===== config.mk =====
export PLATFORM = sky130hd
export DESIGN_NAME = positional_list_engine
export DESIGN_NICKNAME = d
export VERILOG_FILES = /design/src/sv/ple_pkg.sv /design/src/sv/ple_ctrl.sv /design/src/sv/ple_datapath.sv /design/src/sv/positional_list_engine.sv
export SDC_FILE = /design/constraint.sdc
export NUM_CORES = 2
export LEC_CHECK = 0
export BUFFER_PORTS_ARGS = -buffer_cell sky130_fd_sc_hd__buf_2
export CORE_MARGIN = 2
export CORE_UTILIZATION = 44
export DETAILED_ROUTE_END_ITERATION = 10
export HOLD_SLACK_MARGIN = 0.15
export PLACE_DENSITY_LB_ADDON = 0.15
export SLEW_MARGIN = 20
export SYNTH_ARGS = -nofsm -noshare
export SYNTH_HDL_FRONTEND = slang
export SYNTH_SLANG_ARGS = --single-unit

===== constraint.sdc =====
create_clock -name clk -period 6.8 [get_ports clk]
set_clock_uncertainty 0.2 [all_clocks]
set_input_delay 1.36 -clock clk [delete_from_list [all_inputs] [get_ports clk]]
set_output_delay 1.36 -clock clk [all_outputs]
set_load 0.1 [all_outputs]

===== src/sv/ple_pkg.sv =====
// Shared types and constants for the positional list engine.
// Depends on nothing; imported by the controller, the datapath and the top level.
package ple_pkg;

  localparam int CAPACITY = 32;
  localparam int CELL_W   = $clog2(CAPACITY);
  localparam int LEN_W    = $clog2(CAPACITY + 1);
  localparam int POS_W    = 8;
  localparam int KIND_W   = 3;
  localparam int VAL_W    = 32;
  localparam int STAT_W   = 2;

  localparam logic [KIND_W-1:0] KIND_READ   = 3'd0;
  localparam logic [KIND_W-1:0] KIND_HEAD   = 3'd1;
  localparam logic [KIND_W-1:0] KIND_TAIL   = 3'd2;
  localparam logic [KIND_W-1:0] KIND_AT     = 3'd3;
  localparam logic [KIND_W-1:0] KIND_DELETE = 3'd4;

  localparam logic [STAT_W-1:0] ST_DONE  = 2'd0;
  localparam logic [STAT_W-1:0] ST_RANGE = 2'd1;
  localparam logic [STAT_W-1:0] ST_FULL  = 2'd2;

  localparam logic [VAL_W-1:0] NONE_VALUE = '1;

  // Commands from the controller to the datapath.
  typedef struct packed {
    logic load;   // capture the accepted request
    logic exec;   // apply the held request and load the result register
  } ple_cmd_t;

endpackage


===== src/sv/ple_ctrl.sv =====
// Controller of the positional list engine: request handshake, sequencing
// and result valid. Depends on ple_pkg.
module ple_ctrl
  import ple_pkg::*;
(
  input  logic     clk,
  input  logic     rst_n,
  input  logic     in_tvalid,
  output logic     in_tready,
  output logic     out_tvalid,
  input  logic     out_tready,
  output ple_cmd_t cmd
);

  typedef enum logic [1:0] {
    S_IDLE = 2'b01,
    S_EXEC = 2'b10
  } state_t;

  state_t state_r, state_nxt;
  logic   out_valid_r, out_valid_nxt;
  logic   slot_free;

  assign in_tready  = (state_r == S_IDLE);
  assign out_tvalid = out_valid_r;
  assign slot_free  = !out_valid_r || out_tready;

  always_comb begin
    state_nxt     = state_r;
    out_valid_nxt = out_valid_r && !out_tready;
    cmd.load      = 1'b0;
    cmd.exec      = 1'b0;
    case (state_r)
      S_IDLE: begin
        if (in_tvalid) begin
          cmd.load  = 1'b1;
          state_nxt = S_EXEC;
        end
      end
      S_EXEC: begin
        // hold the request until the result register can take it
        if (slot_free) begin
          cmd.exec      = 1'b1;
          out_valid_nxt = 1'b1;
          state_nxt     = S_IDLE;
        end
      end
      default: begin
        state_nxt = S_IDLE;
      end
    endcase
  end

  always_ff @(posedge clk) begin
    if (!rst_n) begin
      state_r     <= S_IDLE;
      out_valid_r <= 1'b0;
    end else begin
      state_r     <= state_nxt;
      out_valid_r <= out_valid_nxt;
    end
  end

endmodule


===== src/sv/ple_datapath.sv =====
// Datapath of the positional list engine: request register, shifting cell
// row, length count and result register. Depends on ple_pkg.
module ple_datapath
  import ple_pkg::*;
(
  input  logic                    clk,
  input  logic                    rst_n,
  input  ple_cmd_t                cmd,
  input  logic [KIND_W-1:0]       kind,
  input  logic [POS_W-1:0]        position,
  input  logic signed [VAL_W-1:0] item_value,
  output logic signed [VAL_W-1:0] read_value,
  output logic [STAT_W-1:0]       status,
  output logic [LEN_W-1:0]        list_length
);

  logic [KIND_W-1:0]       kind_r;
  logic [POS_W-1:0]        pos_r;
  logic signed [VAL_W-1:0] val_r;

  logic [VAL_W-1:0] cells_r   [CAPACITY];
  logic [VAL_W-1:0] cells_nxt [CAPACITY];
  logic [LEN_W-1:0] len_r, len_nxt;

  logic [VAL_W-1:0]  rv_r, rv_nxt;
  logic [STAT_W-1:0] st_r, st_nxt;
  logic [LEN_W-1:0]  olen_r;

  logic [POS_W-1:0] len_ext;
  logic [POS_W-1:0] ins_pos;
  logic             pos_in;
  logic             do_ins, do_del;

  assign len_ext = POS_W'(len_r);
  assign pos_in  = (pos_r < len_ext);

  always_comb begin
    case (kind_r)
      KIND_HEAD: ins_pos = '0;
      KIND_TAIL: ins_pos = len_ext;
      default:   ins_pos = pos_r;
    endcase
  end

  always_comb begin
    rv_nxt  = NONE_VALUE;
    st_nxt  = ST_RANGE;
    do_ins  = 1'b0;
    do_del  = 1'b0;
    case (kind_r)
      KIND_READ: begin
        if (pos_in) begin
          rv_nxt = cells_r[pos_r[CELL_W-1:0]];
          st_nxt = ST_DONE;
        end
      end
      KIND_HEAD, KIND_TAIL, KIND_AT: begin
        if (ins_pos > len_ext) begin
          st_nxt = ST_RANGE;
        end else if (len_r == LEN_W'(CAPACITY)) begin
          st_nxt = ST_FULL;
        end else begin
          st_nxt = ST_DONE;
          do_ins = 1'b1;
        end
      end
      KIND_DELETE: begin
        if (pos_in) begin
          st_nxt = ST_DONE;
          do_del = 1'b1;
        end
      end
      default: begin
        st_nxt = ST_RANGE;
      end
    endcase
  end

  // Each cell looks only at its own neighbours.
  always_comb begin
    for (int i = 0; i < CAPACITY; i++) begin
      cells_nxt[i] = cells_r[i];
      if (do_ins) begin
        if (POS_W'(i) == ins_pos) begin
          cells_nxt[i] = val_r;
        end else if ((i > 0) && (POS_W'(i) > ins_pos)) begin
          cells_nxt[i] = cells_r[(i > 0) ? i - 1 : 0];
        end
      end else if (do_del) begin
        if ((i < CAPACITY - 1) && (POS_W'(i) >= pos_r)) begin
          cells_nxt[i] = cells_r[(i < CAPACITY - 1) ? i + 1 : i];
        end
      end
    end
  end

  always_comb begin
    len_nxt = len_r;
    if (do_ins) begin
      len_nxt = len_r + 1'b1;
    end else if (do_del) begin
      len_nxt = len_r - 1'b1;
    end
  end

  always_ff @(posedge clk) begin
    if (!rst_n) begin
      len_r <= '0;
    end else if (cmd.exec) begin
      len_r <= len_nxt;
    end
  end

  always_ff @(posedge clk) begin
    if (cmd.load) begin
      kind_r <= kind;
      pos_r  <= position;
      val_r  <= item_value;
    end
    if (cmd.exec) begin
      cells_r <= cells_nxt;
      rv_r    <= rv_nxt;
      st_r    <= st_nxt;
      olen_r  <= len_nxt;
    end
  end

  assign read_value  = rv_r;
  assign status      = st_r;
  assign list_length = olen_r;

endmodule


===== src/sv/positional_list_engine.sv =====
// Positional list engine: an ordered list of up to CAPACITY signed values.
// A result beat becomes valid after its request beat is captured in the request register
// and then applied in EXEC; a new request is accepted only after the current one is applied,
// as the shift of the cell row follows the request register; a waiting result stalls only EXEC.
// Reset (rst_n low, synchronous): empties the list and drops any pending result;
// the cells themselves are not cleared, as only cells below the length are read.
module positional_list_engine
  import ple_pkg::*;
(
  input  logic        clk,
  input  logic        rst_n,
  input  logic        in_tvalid,
  output logic        in_tready,
  input  logic [39:0] in_tdata,   // [7:0] position, [39:8] item_value
  input  logic [2:0]  in_tuser,   // [2:0] kind
  output logic        out_tvalid,
  input  logic        out_tready,
  output logic [39:0] out_tdata,  // [31:0] read_value, [37:32] list_length, [39:38] zero
  output logic [1:0]  out_tuser   // [1:0] status
);

  ple_cmd_t cmd;

  logic signed [VAL_W-1:0] read_value;
  logic [STAT_W-1:0]       status;
  logic [LEN_W-1:0]        list_length;

  // Sequence each beat: capture on accept, then apply once the result slot is free.
  ple_ctrl u_ctrl (
    .clk        (clk),
    .rst_n      (rst_n),
    .in_tvalid  (in_tvalid),
    .in_tready  (in_tready),
    .out_tvalid (out_tvalid),
    .out_tready (out_tready),
    .cmd        (cmd)
  );

  // Hold the list in a row of cells that shift on insert or delete.
  ple_datapath u_dp (
    .clk         (clk),
    .rst_n       (rst_n),
    .cmd         (cmd),
    .kind        (in_tuser),
    .position    (in_tdata[7:0]),
    .item_value  (in_tdata[39:8]),
    .read_value  (read_value),
    .status      (status),
    .list_length (list_length)
  );

  // Pack the result beat; pad the spare top bits with zeros.
  assign out_tdata = {2'b00, list_length, read_value};
  assign out_tuser = status;

`ifndef ASSERT_OFF
  // A full rejection can only come from a list holding CAPACITY entries.
  a_full_len: assert property (@(posedge clk) disable iff (!rst_n)
    (out_tvalid && (out_tuser == ST_FULL)) |-> (out_tdata[37:32] == LEN_W'(CAPACITY)))
    else $error("full status with list not at capacity");

  // Anything other than the none value must be a read hit.
  a_value_done: assert property (@(posedge clk) disable iff (!rst_n)
    (out_tvalid && (out_tdata[31:0] != NONE_VALUE)) |-> (out_tuser == ST_DONE))
    else $error("value returned without done status");

  // The length never passes capacity.
  a_len_cap: assert property (@(posedge clk) disable iff (!rst_n)
    out_tvalid |-> (out_tdata[37:32] <= LEN_W'(CAPACITY)))
    else $error("list length beyond capacity");

  // One request at a time: no new beat in the cycle after an accept.
  a_one_at_a_time: assert property (@(posedge clk) disable iff (!rst_n)
    (in_tvalid && in_tready) |=> !in_tready)
    else $error("request accepted while another is in flight");
`endif

endmodule

# After elaboration in Yosys (flattened, before gate mapping)
# Cells that the tools add are included.
classes:
  eq_ne: 71
  add_sub_neg: 2
  bitwise: 1
  magnitude_cmp: 65
  muxes: 180
  n_reduce_logical: 75
op_table:
  columns: ["cell", "count"]
  rows:
  - ["32-bit two-way mux", 158]
  - ["32-bit binary-select mux with 5-bit select", 1]
  - ["5-bit by 8-bit == test with 1-bit output, first input constant", 16]
  - ["5-bit by 8-bit greater-than comparator with 1-bit output, first input constant", 16]
  - ["4-bit AND reduction", 31]
  - ["5-bit by 8-bit >= comparator with 1-bit output, first input constant", 15]
  - ["3-bit inequality test, second input constant", 30]
  - ["2-bit nonzero test", 33]
  - ["4-bit by 8-bit == test with 1-bit output, first input constant", 8]
  - ["4-bit by 8-bit >= comparator with 1-bit output, first input constant", 8]
  - ["4-bit by 8-bit greater-than comparator with 1-bit output, first input constant", 8]
  - ["3-bit by 8-bit == test with 1-bit output, first input constant", 4]
  - ["3-bit by 8-bit >= comparator with 1-bit output, first input constant", 4]
  - ["3-bit by 8-bit greater-than comparator with 1-bit output, first input constant", 4]
  - ["2-bit by 8-bit == test with 1-bit output, first input constant", 2]
  - ["1-bit by 8-bit >= comparator with 1-bit output, first input constant", 2]
  - ["2-bit by 8-bit >= comparator with 1-bit output, first input constant", 2]
  - ["2-bit by 8-bit greater-than comparator with 1-bit output, first input constant", 2]
  - ["8-bit case mux with 2 select lines", 1]
  - ["1-bit two-way mux", 12]
  - ["6-bit two-way mux", 2]
  - ["1-bit by 8-bit == test with 1-bit output, first input constant", 1]
  - ["1-bit by 8-bit greater-than comparator with 1-bit output, first input constant", 1]
  - ["8-bit by 6-bit greater-than comparator with 1-bit output", 1]
  - ["other kinds (24)", 32]
word_totals:
  out_inout_bits: 44
  reg_bits: 1116

# Logic depth before layout (Yosys ltp)
logic_depth:
  ltp_word: 7
  depth_mapped: 17
  mapped_depth_nobuf: 10

# Cells and area by module
# From an unflattened synthesis, not the netlist that was laid out.
hier_totals:
  cells_unflattened: 5635
  area_unflattened_um2: 63324.5
modules_own_cells:
  columns: ["module", "n_inst", "seq_area_each_um2", "cells_each", "area_per_inst_um2"]
  rows:
  - ["ple_datapath", 1, 33362.0, 5620, 63179.3]
  - ["ple_ctrl", 1, 60.1, 12, 126.4]
  - ["positional_list_engine", 1, 0.0, 3, 18.8]

# Worst setup path before layout
# Ideal clock, no wire load.
synth_timing:
  path_type: "in2reg"
  start: "input out_tready"
  end: "register u_dp.cells_r[32] (netlist name) (enable)"
  t_arrival_ns: 5.545
  setup_ns: 0.470
  required_time_ns: 6.130
  slack_ns: 0.584
  cell_stages: 7
  cell_sequence: "nand2b_1 nand2b_1 clkbuf_1 inv_1 o21ai_0 clkbuf_1 a211oi_1"
synth_rtl:
  columns: ["item", "line", "source"]
  rows:
  - ["start: declaration", "positional_list_engine.sv:17", "input logic out_tready,"]
  - ["end signal: assignment", "ple_datapath.sv:121", "cells_r <= cells_nxt;"]
  - ["end: declaration", "ple_datapath.sv:21", "logic [VAL_W-1:0] cells_r [CAPACITY];"]

# Worst setup path in the final report
layout_timing:
  start: "register u_dp.pos_r[1]"
  end: "register u_dp.cells_r[819] (netlist name) (enable)"
layout_between:
  elab_chain_len: 6
layout_lines:
  columns: ["item", "line", "source"]
  rows:
  - ["start: declaration", "ple_datapath.sv:18", "logic [POS_W-1:0] pos_r;"]
  - ["start signal: assignment", "ple_datapath.sv:117", "pos_r <= position;"]
  - ["8-bit case mux with 2 select lines", "ple_datapath.sv:38", "case (kind_r)"]
  - ["8-bit by 6-bit greater-than comparator with 1-bit output", "ple_datapath.sv:58", "if (ins_pos > len_ext) begin"]
  - ["1-bit two-way mux", "ple_datapath.sv:58", null]
  - ["1-bit two-way mux", "ple_datapath.sv:50", "case (kind_r)"]
  - ["3-bit inequality test (no source line) / 2-bit nonzero test (equally long branches)", null, null]
  - ["4-bit AND reduction (no source line) *", null, null]
# Mark *: on every way between the ends. The rest lies on a longest branch, timed or not.
# A chain may end at the register's enable or synchronous reset.

==> metrics.md <==
| Metric | Value |
|---|---|
| Post-Syn Instances | 5477 |
| Wire length per cell | 31.8 um |
| Reg clk slew, reported paths | 0.07 ns |
| Ports | 91 |
| Pint | 12.1 mW |
| Crit Path Class | flop to flop |
| Max VDD drop | 0.000254 V |
| Max FO, Critical Path | 27 |
| Clock latency on the worst-skew pair | 0.79 ns |
| RD Place Congestion | 0.867 |
| Post-route cell area | 69800 sq um |
| CTS root buf | clkbuf_16 |
| Final period utilization | 80.4% |
| Layout area overhead | 10.0% |
| Fmax | 183 MHz |
| Clock buffer depth | 3 |
| Post-synthesis sequential element count | 1116 |
| First-pass GRT wire length | 330 mm |
| Total core area | 143000 sq um |
| Slew HR | 18.5% |
| Starting Density | 44.3% |
| WHS | 0.315 ns |
| Die width | 384 um |
| Mean Syn Cell Area | 11.6 sq um |
| PortBufs | 88 |
| Slew Limit Fails | 0 |
| Post-synthesis sequential area ratio | 52.7% |
| Nature of the critical path startpoint | flop |
| Ranking of synthesized cells by area | edfxtp_1 52%, mux4_2 11%, mux2i_1 7.1% |
| Min Clock Period, post-route | 5.47 ns |
| Overall Power | 16.4 mW |
| DR vias | 48200 |
| Status | complete, no violations |
| Setup TNS | 0 ns |
| Post-CTS sizing | 0 |
| H-tree Lvls | 4 |
| Switching Fraction | 26.4% |
| Final setup viols | 0 |
| Aggregate global routing overflow | 0 |
| Synth unique cells | 59 |
| Post-CTS Hold Fix Bufs | 0 |
| Avg Vias per Cell | 6.62 |
| Total CTS buffers | 134 |
| RSZ-0062 raised after global routing | no |
| Max-cap check violation count | 0 |
| Row cnt | 139 |
| Top cell type's share of synthesized area | 52.4% |
| DRC viols | 0 |
| Layout cell share with drive strength beyond 1 | 16.8% |
| CP cell instances | and3_1, a211oi_4, inv_2, ha_1, nor2b_1, o21bai_1, a41oi_1, nor2_4, o21ai_4, buf_4, a21oi_4, buf_4 |
| Number of setup buffers added after CTS | 0 |
| Drt first pass iters | 8 |
| Hold WC Path Type | flop to flop |
| Power per cell area | 235 nW/um^2 |
| Fin. Hold Viols | 0 |
| Post-synth ARST share | 0% |
| Die height | 384 um |
| CTS tree | built |
| Clk pwr share | 41.7% |
| Part of the power in registers | 47.1% |
| Yosys warning count | 0 |
| Worst Tran Pin Value | 1.22 ns |
| Required time of the critical path | 7.04 ns |
| Vias in the first global route | 45400 |
| GRT Overall Usage | 30.9% |
| Mapped Area | 63400 sq um |
| Area leader, netlist | edfxtp_1 |
| Final #Nets | 5340 |
| Crit path DAT | 5.71 ns |
| Remaining antenna violation count | 0 |
| Logic pwr share | 11.2% |
| Largest net degree at the start of global routing | 232 |
| Final Util | 48.7% |
| Worst Setup End Kind | flop |
| Most used cell, CP | buf_4 |
| Switch Pwr | 4.33 mW |
| Highest cell delay on the worst timing path | 0.75 ns |
| Synth Flop Type | edfxtp_1 |
| DR iter-0 viols | 6623 |
| Area post-placement | 65800 sq um |
| Drt total wl | 231 mm |
| HPWL after DPL | 128 mm |
| LEAKAGE | 22.7 nW |
| Antenna violations before repair | 2 |
| CP max stage cell | edfxtp_1 |
| EDFF count, synth | 1107 |
| Die area | 147000 sq um |
| # clock sinks | 1116 |
power by group through the flow:
stage / Combinational (mW) / Clock [mW] / Sequential [mW]
3_5_place_dp: 1.82 / 0 / 7.86
2_1_floorplan: 1.35 / 0 / 7.83
4_1_cts: 1.82 / 6.94 / 7.72
6_report: 1.85 / 6.85 / 7.73
5_1_grt: 1.99 / 7.18 / 7.72
3_3_place_gp: 1.80 / 0 / 7.87
registers in the layout, summed over array words and instances (netlist names):
| signal | flops |
|---|---|
| u_ctrl.out_tvalid | 1 |
| u_ctrl.state_r | 2 |
| u_dp.cells_r | 1024 |
| u_dp.kind_r | 3 |
| u_dp.len_r | 6 |
| u_dp.list_length | 6 |
| u_dp.pos_r | 8 |
| u_dp.read_value | 32 |
| u_dp.status | 2 |
| u_dp.val_r | 32 |
worst paths after layout:
check / to / slack, ns / startpoint / cells past startpoint
max: u_dp.cells_r[819] / 1.33 / u_dp.pos_r[1] / 12
min: u_ctrl.out_tvalid / 0.31 / u_ctrl.state_r[1] / 2
max reg2reg: u_dp.cells_r[819] / 1.33 / u_dp.pos_r[1] / 12
min reg2reg: u_ctrl.out_tvalid / 0.31 / u_ctrl.state_r[1] / 2
kinds of logic (layout without fill, tap and decap cells):
| kind of cell | after synthesis | in the layout | share of synthesized area [%] |
|---|---|---|---|
| DFF | 1116 | 1116 | 52.7 |
| adders and majority gates | 14 | 14 | 0.276 |
| muxes | 805 | 805 | 19.1 |
| xor gates and xnor gates | 6 | 6 | 0.0828 |
| AOI/OAI and AO/OA | 1084 | 1084 | 11.3 |
| other | 1 | 3 | 0.00591 |
| buffers and inverters | 586 | 487 | 3.97 |
| and+or+nand+nor | 1865 | 1865 | 12.6 |
critical path: cells and delay by family, from the launching register on:
family                     cells  cell delay (ns)
DFF                            1             0.75
AOI/OAI and AO/OA              5             1.69
and+or+nand+nor                3             1.08
adders and majority gates      1             0.34
buffers and inverters          3             1.03
routing by layer:
layer,GRT usage (%),up-vias,part of all wire (%)
met5,0,-,0
met4,11.7,0,4.0
met3,6.33,464,10
met2,47.5,2944,45
met1,43.3,24300,41
li1,-,20500,-
cell type report:
type | count | area [sq um]
sequential | 1116 | 33400
antenna | 1 | 2.50
tap | 1903 | 2380
inverter | 18 | 67.6
clock inverter | 69 | 480
multi-input combinational | 3776 | 28100
timing repair buffer | 233 | 1830
clock buffer | 167 | 3530
fill | 12800 | 73500
layout by cell type, fill, tap and decap left out, types with 19 or more instances in the layout:
master     instances
buf_4            120
a21oi_1           22
clkbuf_16        135
mux2i_1          453
nand3_2           19
clkbuf_1          29
clkinv_1          38
nand2_1         1199
mux2_1            25
buf_12            23
o21ai_1          135
o22a_1            32
buf_2             88
mux4_2           320
nand3_1          430
a31oi_1           99
o211ai_2          64
edfxtp_1        1107
o21ai_0          324
o211ai_1         356
nor2_1           121
synthesized netlist by cell type (4+ instances only):
master    count
mux4_2      320
buf_2        56
nand2_1    1204
mux2_1       25
clkbuf_1    388
buf_4        38
o21ai_1     135
nand3_2      16
nor3_4        4
o22a_1       32
and3_1        8
inv_1        13
a31oi_1      99
mux2_2        7
nor2_1      122
inv_2         5
mux2i_1     453
a211oi_1     14
edfxtp_1   1107
xnor2_1       6
a211o_1       4
buf_6        14
or4_1         6
nand4_1       6
ha_1         14
nand3_1     437
buf_1        72
nor3_2       12
nor3_1       20
o211ai_1    356
o21ai_0     325
o211ai_2     64
a21oi_1      36
dfxtp_1       9
or3_1         7
stage by stage:
step | setup slack (ns) | std cells
6_report | 1.33 | 7283
5_1_grt | 1.23 | 7282
3_5_place_dp | 1.46 | 7046
4_1_cts | 1.45 | 7282
3_3_place_gp | 1.43 | 7044
2_1_floorplan | 0.584 | 5478
No activity file was read; power rests on OpenSTA's default activity.
